## src/rtl/p2v_pkg.sv

```systemverilog
`default_nettype none
// ----------------------------------------------------------------------------
// p2v_pkg: shared types and constants
// Payload structs, register indexes, palette table and the distance
// helper used by the pixel to packed video-memory byte converter.
// ----------------------------------------------------------------------------
package p2v_pkg;

	// one RGB pixel
	typedef struct packed {
		logic [7:0] red;
		logic [7:0] green;
		logic [7:0] blue;
	} p2v_pixel_t;

	// one packed output byte
	typedef struct packed {
		logic [7:0] vram_byte;
		logic       row_done;
	} p2v_byte_t;

	// configuration write request
	typedef struct packed {
		logic [1:0] index;
		logic [8:0] wdata;
	} p2v_cfg_wr_t;

	// configuration register contents
	typedef struct packed {
		logic       pixel_mode;
		logic       palette_select;
		logic [8:0] row_width;
	} p2v_cfg_t;

	// classified work item, front to back
	typedef struct packed {
		logic       mode;    // 0 palette, 1 mono
		logic       pal;     // palette select
		logic       place;   // item puts a code into the byte
		logic       emit;    // byte goes out after this item
		logic       last;    // last pixel of the row
		logic [2:0] slot;    // slot within the byte
		p2v_pixel_t pix;     // averaged pair or raw pixel
	} p2v_item_t;

	// register indexes
	localparam logic [1:0] REG_PIXEL_MODE     = 2'd0;
	localparam logic [1:0] REG_PALETTE_SELECT = 2'd1;
	localparam logic [1:0] REG_ROW_WIDTH      = 2'd2;

	localparam logic [8:0] ROW_WIDTH_RESET = 9'd256;

	// pixel modes
	localparam logic MODE_PALETTE = 1'b0;
	localparam logic MODE_MONO    = 1'b1;

	// luma weights; luma/1000 > 127 is the same as sum >= 128 * 1000
	localparam int                DIST_W      = 18;
	localparam logic [DIST_W-1:0] LUMA_R      = 18'd299;
	localparam logic [DIST_W-1:0] LUMA_G      = 18'd587;
	localparam logic [DIST_W-1:0] LUMA_B      = 18'd114;
	localparam logic [DIST_W-1:0] LUMA_THRESH = 18'd128000;

	localparam int QUEUE_DEPTH = 4;

	// palette colors [select][index][r,g,b]
	localparam logic [7:0] PAL_TABLE [2][4][3] = '{
		'{ '{8'd0,   8'd255, 8'd0},   '{8'd255, 8'd255, 8'd0},
		   '{8'd0,   8'd0,   8'd255}, '{8'd255, 8'd0,   8'd0} },
		'{ '{8'd255, 8'd255, 8'd255}, '{8'd0,   8'd255, 8'd255},
		   '{8'd255, 8'd0,   8'd255}, '{8'd255, 8'd128, 8'd0} }
	};

	// squared RGB distance between a pixel and a palette color
	function automatic logic [DIST_W-1:0] p2v_sqdist(input p2v_pixel_t p,
			input logic [7:0] pr, input logic [7:0] pg, input logic [7:0] pb);
		logic [7:0]  dr, dg, db;
		logic [15:0] sr, sg, sb;
		dr = (p.red   > pr) ? (p.red   - pr) : (pr - p.red);
		dg = (p.green > pg) ? (p.green - pg) : (pg - p.green);
		db = (p.blue  > pb) ? (p.blue  - pb) : (pb - p.blue);
		sr = dr * dr;
		sg = dg * dg;
		sb = db * db;
		return DIST_W'(sr) + DIST_W'(sg) + DIST_W'(sb);
	endfunction

endpackage
`default_nettype wire

```

## src/rtl/p2v_stream_if.sv

```systemverilog
`default_nettype none
// ----------------------------------------------------------------------------
// p2v_stream_if: valid/ready channel
// Carries one request of the given payload type per accepted handshake.
// ----------------------------------------------------------------------------
interface p2v_stream_if #(
	parameter type payload_t = logic
) ();
	logic     valid;
	logic     ready;
	payload_t data;

	modport source (output valid, output data, input ready);
	modport sink   (input valid, input data, output ready);
endinterface
`default_nettype wire

```

## src/rtl/p2v_front.sv

```systemverilog
`default_nettype none
// ----------------------------------------------------------------------------
// p2v_front: pixel intake and classification
// Tracks row position, slot count and the held pixel of a pair, averages
// pairs in palette mode and tags each pixel with its slot and byte events.
// ----------------------------------------------------------------------------
module p2v_front #(
	parameter int MAX_ROW_WIDTH = 256
) (
	input  logic              clk,
	input  logic              arst_n,
	input  p2v_pkg::p2v_cfg_t cfg_state,
	p2v_stream_if.sink        pixel_in,
	p2v_stream_if.source      item_out
);
	import p2v_pkg::*;

	localparam int COLW = $clog2(MAX_ROW_WIDTH);
	localparam int CW   = $clog2(MAX_ROW_WIDTH + 1);
	localparam int LW   = (CW > 9) ? CW : 9;

	logic [COLW-1:0] col_q;
	logic [2:0]      slot_q;
	p2v_pixel_t      held_q;

	logic [LW-1:0] rw_ext, width, col_next_ext;
	logic          accept, last, even, place, full, emit;
	logic [2:0]    slot_cur, slot_new;
	logic [8:0]    sum_r, sum_g, sum_b;
	p2v_pixel_t    pix;
	p2v_item_t     item;

	assign pixel_in.ready = item_out.ready;
	assign item_out.valid = pixel_in.valid;
	assign accept         = pixel_in.valid && pixel_in.ready;

	// effective width: zero acts as one, clamp at the maximum
	always_comb begin
		rw_ext = LW'(cfg_state.row_width);
		if (cfg_state.row_width == 9'd0) begin
			width = LW'(1);
		end else if (rw_ext > LW'(MAX_ROW_WIDTH)) begin
			width = LW'(MAX_ROW_WIDTH);
		end else begin
			width = rw_ext;
		end
		col_next_ext = LW'(col_q) + LW'(1);
		last         = (col_next_ext >= width);
		even         = ~col_q[0];
	end

	// pair average, truncated
	always_comb begin
		pix   = pixel_in.data;
		sum_r = {1'b0, held_q.red}   + {1'b0, pix.red};
		sum_g = {1'b0, held_q.green} + {1'b0, pix.green};
		sum_b = {1'b0, held_q.blue}  + {1'b0, pix.blue};
	end

	// slot and byte events
	always_comb begin
		if (cfg_state.pixel_mode == MODE_PALETTE) begin
			place    = ~even;
			slot_cur = {1'b0, slot_q[1:0]};
			full     = place && (slot_q[1:0] == 2'd3);
			slot_new = place ? (slot_cur + 3'd1) : slot_q;
		end else begin
			place    = 1'b1;
			slot_cur = slot_q;
			full     = (slot_q == 3'd7);
			slot_new = slot_q + 3'd1;
		end
		emit = full || (last && (slot_new != 3'd0));

		item.mode  = cfg_state.pixel_mode;
		item.pal   = cfg_state.palette_select;
		item.place = place;
		item.emit  = emit;
		item.last  = last;
		item.slot  = slot_cur;
		if (cfg_state.pixel_mode == MODE_PALETTE) begin
			item.pix = '{red: sum_r[8:1], green: sum_g[8:1], blue: sum_b[8:1]};
		end else begin
			item.pix = pix;
		end
	end

	assign item_out.data = item;

	// row state
	always_ff @(posedge clk or negedge arst_n) begin
		if (!arst_n) begin
			col_q  <= '0;
			slot_q <= '0;
			held_q <= '0;
		end else if (accept) begin
			col_q  <= last ? '0 : (col_q + COLW'(1));
			slot_q <= (emit || last) ? 3'd0 : slot_new;
			if (cfg_state.pixel_mode == MODE_PALETTE && even) begin
				held_q <= pix;
			end
		end
	end

endmodule
`default_nettype wire

```

## src/rtl/p2v_queue.sv

```systemverilog
`default_nettype none
// ----------------------------------------------------------------------------
// p2v_queue: item queue
// Small FIFO of classified items between front and back.
// ----------------------------------------------------------------------------
module p2v_queue (
	input  logic         clk,
	input  logic         arst_n,
	p2v_stream_if.sink   item_in,
	p2v_stream_if.source item_out
);
	import p2v_pkg::*;

	localparam int PW = $clog2(QUEUE_DEPTH);

	p2v_item_t     mem_q [QUEUE_DEPTH];
	logic [PW-1:0] wr_ptr_q, rd_ptr_q;
	logic [PW:0]   count_q;
	logic          push, pop;

	assign item_in.ready  = (count_q != (PW+1)'(QUEUE_DEPTH));
	assign item_out.valid = (count_q != '0);
	assign item_out.data  = mem_q[rd_ptr_q];
	assign push           = item_in.valid && item_in.ready;
	assign pop            = item_out.valid && item_out.ready;

	// storage
	always_ff @(posedge clk) begin
		if (push) begin
			mem_q[wr_ptr_q] <= item_in.data;
		end
	end

	// pointers and fill level
	always_ff @(posedge clk or negedge arst_n) begin
		if (!arst_n) begin
			wr_ptr_q <= '0;
			rd_ptr_q <= '0;
			count_q  <= '0;
		end else begin
			if (push) wr_ptr_q <= wr_ptr_q + PW'(1);
			if (pop)  rd_ptr_q <= rd_ptr_q + PW'(1);
			if (push && !pop) begin
				count_q <= count_q + (PW+1)'(1);
			end else if (pop && !push) begin
				count_q <= count_q - (PW+1)'(1);
			end
		end
	end

endmodule
`default_nettype wire

```

## src/rtl/p2v_back.sv

```systemverilog
`default_nettype none
// ----------------------------------------------------------------------------
// p2v_back: quantize and pack
// Stage 1 forms the four squared palette distances and the luma sum;
// stage 2 picks the nearest color or threshold bit, packs it into the
// byte and loads the output register.
// ----------------------------------------------------------------------------
module p2v_back (
	input  logic         clk,
	input  logic         arst_n,
	p2v_stream_if.sink   item_in,
	p2v_stream_if.source vram_out
);
	import p2v_pkg::*;

	// stage 1 registers
	logic              valid_s1;
	logic              mode_s1, place_s1, emit_s1, last_s1;
	logic [2:0]        slot_s1;
	logic [DIST_W-1:0] dist_s1 [4];
	logic [DIST_W-1:0] luma_s1;

	logic              out_valid_q;
	p2v_byte_t         out_q;
	logic [7:0]        acc_q;

	logic              s1_adv, load_s1;
	logic [DIST_W-1:0] dist_a [4];
	logic [DIST_W-1:0] luma_a;
	logic [DIST_W-1:0] best_d;
	logic [1:0]        best_idx;
	logic              luma_bit;
	logic [7:0]        bits, acc_next;
	p2v_item_t         it;

	assign s1_adv        = valid_s1 && (!emit_s1 || !out_valid_q || vram_out.ready);
	assign item_in.ready = !valid_s1 || s1_adv;
	assign load_s1       = item_in.valid && item_in.ready;

	// distances and luma sum for the head item
	always_comb begin
		it = item_in.data;
		for (int i = 0; i < 4; i++) begin
			dist_a[i] = p2v_sqdist(it.pix, PAL_TABLE[it.pal][i][0],
				PAL_TABLE[it.pal][i][1], PAL_TABLE[it.pal][i][2]);
		end
		luma_a = DIST_W'(LUMA_R * it.pix.red) + DIST_W'(LUMA_G * it.pix.green)
			+ DIST_W'(LUMA_B * it.pix.blue);
	end

	always_ff @(posedge clk or negedge arst_n) begin
		if (!arst_n) begin
			valid_s1 <= 1'b0;
		end else if (load_s1) begin
			valid_s1 <= 1'b1;
		end else if (s1_adv) begin
			valid_s1 <= 1'b0;
		end
	end

	always_ff @(posedge clk) begin
		if (load_s1) begin
			mode_s1  <= it.mode;
			place_s1 <= it.place;
			emit_s1  <= it.emit;
			last_s1  <= it.last;
			slot_s1  <= it.slot;
			dist_s1  <= dist_a;
			luma_s1  <= luma_a;
		end
	end

	// nearest color, lowest index wins ties
	always_comb begin
		best_d   = dist_s1[0];
		best_idx = 2'd0;
		for (int i = 1; i < 4; i++) begin
			if (dist_s1[i] < best_d) begin
				best_d   = dist_s1[i];
				best_idx = 2'(i);
			end
		end
		luma_bit = (luma_s1 >= LUMA_THRESH);
		if (mode_s1 == MODE_MONO) begin
			bits = luma_bit ? (8'h80 >> slot_s1) : 8'h00;
		end else begin
			bits = {best_idx, 6'b0} >> {slot_s1[1:0], 1'b0};
		end
		acc_next = acc_q | (place_s1 ? bits : 8'h00);
	end

	// partial byte
	always_ff @(posedge clk or negedge arst_n) begin
		if (!arst_n) begin
			acc_q <= '0;
		end else if (s1_adv) begin
			acc_q <= (emit_s1 || last_s1) ? 8'h00 : acc_next;
		end
	end

	// output register
	always_ff @(posedge clk or negedge arst_n) begin
		if (!arst_n) begin
			out_valid_q <= 1'b0;
		end else if (s1_adv && emit_s1) begin
			out_valid_q <= 1'b1;
		end else if (vram_out.ready) begin
			out_valid_q <= 1'b0;
		end
	end

	always_ff @(posedge clk) begin
		if (s1_adv && emit_s1) begin
			out_q.vram_byte <= acc_next;
			out_q.row_done  <= last_s1;
		end
	end

	assign vram_out.valid = out_valid_q;
	assign vram_out.data  = out_q;

endmodule
`default_nettype wire

```

## src/rtl/pixel_to_packed_vram_bytes.sv

```systemverilog
`default_nettype none
// ----------------------------------------------------------------------------
// pixel_to_packed_vram_bytes: raster pixel to packed video-memory bytes
// Quantizes RGB pixels to 2-bit palette codes or 1-bit luma and packs them.
// ----------------------------------------------------------------------------
// Takes one RGB pixel per clock unless stalled and emits packed bytes with the
// first pixel in the high bits: palette mode averages each horizontal pair and
// packs four nearest-color codes per byte, mono mode packs eight luma bits per
// byte; a partial byte is flushed zero-padded at row end with row_done set, and
// an unpaired trailing palette pixel is dropped. An accepted pixel passes
// through classification into a four-entry queue, a distance stage, then
// selection and packing into the output register. The pixel input stalls
// only when the queue fills behind a stalled output. Write the
// configuration only while the block is idle; writes are always accepted.
// ----------------------------------------------------------------------------
module pixel_to_packed_vram_bytes #(
	parameter int MAX_ROW_WIDTH = 256
) (
	input  logic         clk,
	input  logic         arst_n,
	p2v_stream_if.sink   pixel_in,
	p2v_stream_if.source vram_out,
	p2v_stream_if.sink   cfg
);
	import p2v_pkg::*;

	p2v_cfg_t    cfg_q;
	p2v_cfg_wr_t wr;

	p2v_stream_if #(.payload_t(p2v_pkg::p2v_item_t)) q_in ();
	p2v_stream_if #(.payload_t(p2v_pkg::p2v_item_t)) q_out ();

	// configuration registers
	assign cfg.ready = 1'b1;
	assign wr        = cfg.data;

	always_ff @(posedge clk or negedge arst_n) begin
		if (!arst_n) begin
			cfg_q.pixel_mode     <= MODE_PALETTE;
			cfg_q.palette_select <= 1'b0;
			cfg_q.row_width      <= ROW_WIDTH_RESET;
		end else if (cfg.valid && cfg.ready) begin
			unique case (wr.index)
				REG_PIXEL_MODE:     cfg_q.pixel_mode     <= wr.wdata[0];
				REG_PALETTE_SELECT: cfg_q.palette_select <= wr.wdata[0];
				REG_ROW_WIDTH:      cfg_q.row_width      <= wr.wdata;
				default: ;
			endcase
		end
	end

	p2v_front #(.MAX_ROW_WIDTH(MAX_ROW_WIDTH)) u_front (
		.clk       (clk),
		.arst_n    (arst_n),
		.cfg_state (cfg_q),
		.pixel_in  (pixel_in),
		.item_out  (q_in)
	);

	p2v_queue u_queue (
		.clk      (clk),
		.arst_n   (arst_n),
		.item_in  (q_in),
		.item_out (q_out)
	);

	p2v_back u_back (
		.clk      (clk),
		.arst_n   (arst_n),
		.item_in  (q_out),
		.vram_out (vram_out)
	);

`ifndef SYNTH
	// palette items only use slots 0 to 3
	assert property (@(posedge clk) disable iff (!arst_n)
		q_out.valid && q_out.data.mode == MODE_PALETTE |-> q_out.data.slot[2] == 1'b0)
		else $error("palette item with slot above 3");

	// a mid-row byte only goes out when the byte is full
	assert property (@(posedge clk) disable iff (!arst_n)
		q_in.valid && q_in.data.emit && !q_in.data.last |->
		q_in.data.place && ((q_in.data.mode == MODE_MONO && q_in.data.slot == 3'd7) ||
		(q_in.data.mode == MODE_PALETTE && q_in.data.slot == 3'd3)))
		else $error("mid-row byte emitted before it is full");

	// an item that places nothing never emits unless it ends the row
	assert property (@(posedge clk) disable iff (!arst_n)
		q_in.valid && !q_in.data.place |-> !q_in.data.emit || q_in.data.last)
		else $error("empty item emitted a byte mid-row");
`endif

endmodule
`default_nettype wire

```

## src/flat_wrapper.sv

```systemverilog
// flat-port wrapper written by rule: the top's interface ports become plain ports
module pixel_to_packed_vram_bytes_flat import p2v_pkg::*;
#(
	parameter int MAX_ROW_WIDTH = 256
)
  (clk, arst_n, pixel_in_valid, pixel_in_data, pixel_in_ready, vram_out_valid, vram_out_data, vram_out_ready, cfg_valid, cfg_data, cfg_ready);
  p2v_stream_if #(.payload_t(p2v_pixel_t)) pixel_in_i ();
  p2v_stream_if #(.payload_t(p2v_byte_t)) vram_out_i ();
  p2v_stream_if #(.payload_t(p2v_cfg_wr_t)) cfg_i ();
  input  logic clk;
  input  logic arst_n;
  input wire logic [$bits(pixel_in_i.valid)-1:0] pixel_in_valid;
  input wire logic [$bits(pixel_in_i.data)-1:0] pixel_in_data;
  output wire logic [$bits(pixel_in_i.ready)-1:0] pixel_in_ready;
  output wire logic [$bits(vram_out_i.valid)-1:0] vram_out_valid;
  output wire logic [$bits(vram_out_i.data)-1:0] vram_out_data;
  input wire logic [$bits(vram_out_i.ready)-1:0] vram_out_ready;
  input wire logic [$bits(cfg_i.valid)-1:0] cfg_valid;
  input wire logic [$bits(cfg_i.data)-1:0] cfg_data;
  output wire logic [$bits(cfg_i.ready)-1:0] cfg_ready;
  assign pixel_in_i.valid = pixel_in_valid;
  assign pixel_in_i.data = pixel_in_data;
  assign pixel_in_ready = pixel_in_i.ready;
  assign vram_out_valid = vram_out_i.valid;
  assign vram_out_data = vram_out_i.data;
  assign vram_out_i.ready = vram_out_ready;
  assign cfg_i.valid = cfg_valid;
  assign cfg_i.data = cfg_data;
  assign cfg_ready = cfg_i.ready;
  pixel_to_packed_vram_bytes #(.MAX_ROW_WIDTH(MAX_ROW_WIDTH)) u_core (.clk(clk), .arst_n(arst_n), .pixel_in(pixel_in_i), .vram_out(vram_out_i), .cfg(cfg_i));
endmodule
```

## config.mk

```make
export PLATFORM = sky130hd
export DESIGN_NAME = pixel_to_packed_vram_bytes_flat
export DESIGN_NICKNAME = d
export VERILOG_FILES = /design/src/rtl/p2v_pkg.sv /design/src/rtl/p2v_stream_if.sv /design/src/rtl/p2v_front.sv /design/src/rtl/p2v_queue.sv /design/src/rtl/p2v_back.sv /design/src/rtl/pixel_to_packed_vram_bytes.sv /design/src/flat_wrapper.sv
export SDC_FILE = /design/constraint.sdc
export NUM_CORES = 2
export LEC_CHECK = 0
export BUFFER_PORTS_ARGS = -buffer_cell sky130_fd_sc_hd__clkbuf_2
export CORE_ASPECT_RATIO = 0.7
export CORE_MARGIN = 4
export CORE_UTILIZATION = 25
export CTS_BUF_LIST = sky130_fd_sc_hd__clkbuf_8
export CTS_CLUSTER_DIAMETER = 120
export CTS_CLUSTER_SIZE = 16
export DETAILED_ROUTE_END_ITERATION = 12
export HOLD_SLACK_MARGIN = 0.06
export PLACE_DENSITY = 0.37
export SYNTH_ARGS = -nofsm -noshare
export SYNTH_HDL_FRONTEND = slang
export SYNTH_HIERARCHICAL = 1
export SYNTH_SLANG_ARGS = --single-unit
export TNS_END_PERCENT = 10
```

## constraint.sdc

```tcl
create_clock -name clk -period 10.7 [get_ports clk]
set_input_delay 0.535 -clock clk [delete_from_list [all_inputs] [get_ports clk]]
set_output_delay 0.535 -clock clk [all_outputs]
set_load 0.05 [all_outputs]
```

==> summary.md <==
| Metric | Value |
|---|---|
| XOR/XNOR share of the synthesized area | `3.15%` |
| Initial antenna violation count | `4` |
| Post-synthesis compound-gate area fraction | `approximately 7%` |
| Final GP Congestion | `between 0.8 and 0.9` |
| CTS HTree Levels | `1` |
| Seq cells post-synth | `roughly 290` |
| RSZ-0062 raised after global routing | `true` |
| Final Non-Filler Cells | `5849` |
| Sequential element share of the synthesized area | `21.7%` |
| Number of synthesized flops with an enable pin | `approximately 220` |
| Mapped cell area | `38200 um^2` |
| Layout Nets | `4954` |
| Final setup TNS | `0 ps` |
| FP Rows | `119` |
| Syn_area_per_cell | `10.4 um^2` |
| Post-Synth Simple-Gate Area | `8.22%` |
| Post-layout minimum cycle time | `10180 ps` |
| Cells after DPL | `5759` |
| F_max | `0.0982 GHz` |
| Grt total ovfl | `0` |
| Setup Skew | `41.3 ps` |
| Synth Area in Adders | `46.1%` |
| Residual DRC | `0` |
| Worst-path maximum fanout | `13` |
| Clock root buffer | `clkbuf_8` |
| Total number of vias | `25098` |
| Die Wd | `475 um` |
| Clock Tree Buf Depth | `3` |
| Setup Crit Path Kind | `reg -> reg` |
| Period Utilization, post-route | `between 90 and 100%` |
| Synthesis Warnings | `6` |
| 1st-pass router iterations | `5` |
| CP dominant cell by count | `fa_1` |
| IO buf count | `50` |
| Layout cells sized above 1 | `8.80%` |
| Mapped Nets | `4799` |
| CP required | `11120 ps` |
| Chip height | `335 um` |
| Core area | `151000 um^2` |
| Vias/cell | `4.29` |
| Clock sink total | `286` |
| Total CTS buffers | `24` |
| Antenna Nets Post-Route | `0` |
| Fin. max-slew vios | `0` |
| Vias in the first global route | `26310` |
| Largest net degree at the start of global routing | `62` |
| Rel. slew slack | `31.4%` |
| Routed WL | `118 mm` |
| I/O Pins | `52` |
| Most common cell after layout, fill and taps aside | `inv_1` |
| Measured slew at the worst slew-check pin | `around 1000 ps` |
| HPWL after detailed placement | `102 mm` |
| Initial Util | `~25%` |
| Distinct cells, synth | `99` |
| Crit-path slowest cell | `mux4_2` |
| Overall Global Routing Usage | `15.1%` |
| P&R area growth vs syn | `10.9%` |
| Die area | `159000 um^2` |
| Worst Path Arrival | `10600 ps` |
| Synth async-reset ratio | `about 22%` |
| CTS clk-pin slew, worst paths | `110 ps` |
| Startpoint types | `register` |
| Final setup fails | `0` |
| CP peak stage delay | `610 ps` |
| Synth Flop Type | `edfxtp_1` |
| Initial detailed-routing violation count | `about 1500` |
| TritonCTS clock tree | `built` |
| First-pass GRT wire length | `~180 mm` |
| Status | `finished, final reports clean` |
| Worst skew pair latency | `690 ps` |
| Crit. End Element | `register` |
| Max Cap Viol | `0` |
| Largest family of logic cells by synthesized area | `adder cells` |
| Most frequent cells in the layout | `914 x inv_1, 544 x fa_1, 536 x ha_1` |
| Cells after synthesis | `3678` |
| Routed WL per cell | `20.1 um` |
| Final hold violation count | `0` |
| HP Class | `in -> reg` |
| Post-synthesis mux area share | `roughly 3.7%` |
## final timing paths
check / slack [ps] / from / to / cells after the start
max: 520 / u_core/u_queue/rd_ptr_q[0] / u_core/u_back/dist_s1[53] / 32
min: 160 / pixel_in_valid / u_core/u_front/col_q[7] / 2
max reg2reg: 520 / u_core/u_queue/rd_ptr_q[0] / u_core/u_back/dist_s1[53] / 32
min reg2reg: 490 / u_core/u_back/acc_q[5] / u_core/u_back/acc_q[5] / 2
max in group asynchronous: 9430 / arst_n / u_core/u_queue/rd_ptr_q[0] / 3
min in group asynchronous: 220 / arst_n / u_core/u_front/held_q[3] / 2
## Yosys cell counts, drive strengths merged, types with 13 or more instances
| cell type | count | area share (%) |
|---|---|---|
| a21oi | 127 | 1.7 |
| nor3 | 39 | 0.54 |
| dfrtp | 62 | 4.1 |
| fa | 544 | 29 |
| a21o | 37 | 0.73 |
| and2 | 23 | 0.38 |
| edfxtp | 223 | 18 |
| buf | 30 | 0.66 |
| o21ai | 100 | 1.4 |
| nand2b | 26 | 0.43 |
| nand2 | 201 | 2.0 |
| xor2 | 30 | 0.69 |
| inv | 907 | 8.9 |
| o21a | 22 | 0.43 |
| nand3 | 37 | 0.48 |
| nor2 | 257 | 2.5 |
| o31ai | 17 | 0.37 |
| mux2 | 40 | 1.2 |
| clkbuf | 39 | 0.38 |
| mux4 | 32 | 1.9 |
| ha | 537 | 18 |
| nor2b | 19 | 0.32 |
| or2 | 20 | 0.33 |
| xnor2 | 104 | 2.5 |
| o21bai | 13 | 0.26 |
| mux2i | 20 | 0.56 |
| nand4 | 17 | 0.29 |
## sequential cells by signal, summed over array words and instances, names as in the netlist, 8 cells and up
name and flops:
u_core/u_queue/mem_q 128, u_core/u_back/dist_s1 71, u_core/u_front/held_q 24, u_core/cfg_q 11
u_core/u_back/vram_out.data 9, u_core/u_back/acc_q 8, u_core/u_back/luma_s1 8, u_core/u_front/col_q 8
## through the flow
stage / setup slack [ps] / hold slack, ps / util (%) / instance area [um^2]
3_5_place_dp: -7.51 / 409 / 27.4 / 41300
2_1_floorplan: 596 / 239 / - / 38200
6_report: 517 / 156 / 28.0 / 42300
4_1_cts: 59.4 / 76.7 / 27.9 / 42200
5_1_grt: -92.8 / 104 / 28.0 / 42300
3_3_place_gp: 123 / 407 / 27.4 / 41300
## metal layers
layer  GRT usage [%]  share of wire [%]  wire (um)  up-vias
li1                -                  -          -    12037
met1            26.5                 59      69500    12637
met2            19.1                 35      41700      375
met3            2.22                4.5       5310       49
met4            1.60               0.95       1110        0
met5               0                  0          0        -
## final cells by class
| type | count | area, um^2 |
|---|---|---|
| Antenna cell | 2 | 5.00 |
| Inverter | 910 | 3420 |
| Multi-Input combinational cell | 2413 | 26200 |
| Sequential cell | 286 | 8280 |
| Fill cell | 15873 | 109000 |
| Timing Repair Buffer | 198 | 1460 |
| Clock buffer | 25 | 344 |
| Tap cell | 1996 | 2500 |
| Clock inverter | 19 | 121 |
## critical path: cells and delay by family (launching register included)
family,cells,cell delay [ps]
muxes,1,610
buffers and inverters,6,1200
adders and majority gates,9,4140
and+or+nand+nor,3,550
AOI/OAI and AO/OA,11,2590
DFF,1,400
xor gates and xnor gates,2,410
## logic make-up after synthesis
| group | after synthesis |
|---|---|
| muxes | 92 |
| other | 1 |
| DFF | 286 |
| and+or+nand+nor | 687 |
| buffers and inverters | 979 |
| adders and majority gates | 1081 |
| xor gates and xnor gates | 134 |
| AOI/OAI and AO/OA | 418 |
## what timing repair did
action | in CTS | in global routing
hold buffers | 34 | 0
pin swaps | 0 | 1
endpoints found under the setup margin | 2 | 18
gates resized for setup | 2 | 14
endpoints found under the hold margin | 48 | 0
setup buffers | 0 | 10
cloned | 0 | 0
Power is not shown: default switching activity piles up to over one toggle a cycle in this logic, so the estimate is an artifact.
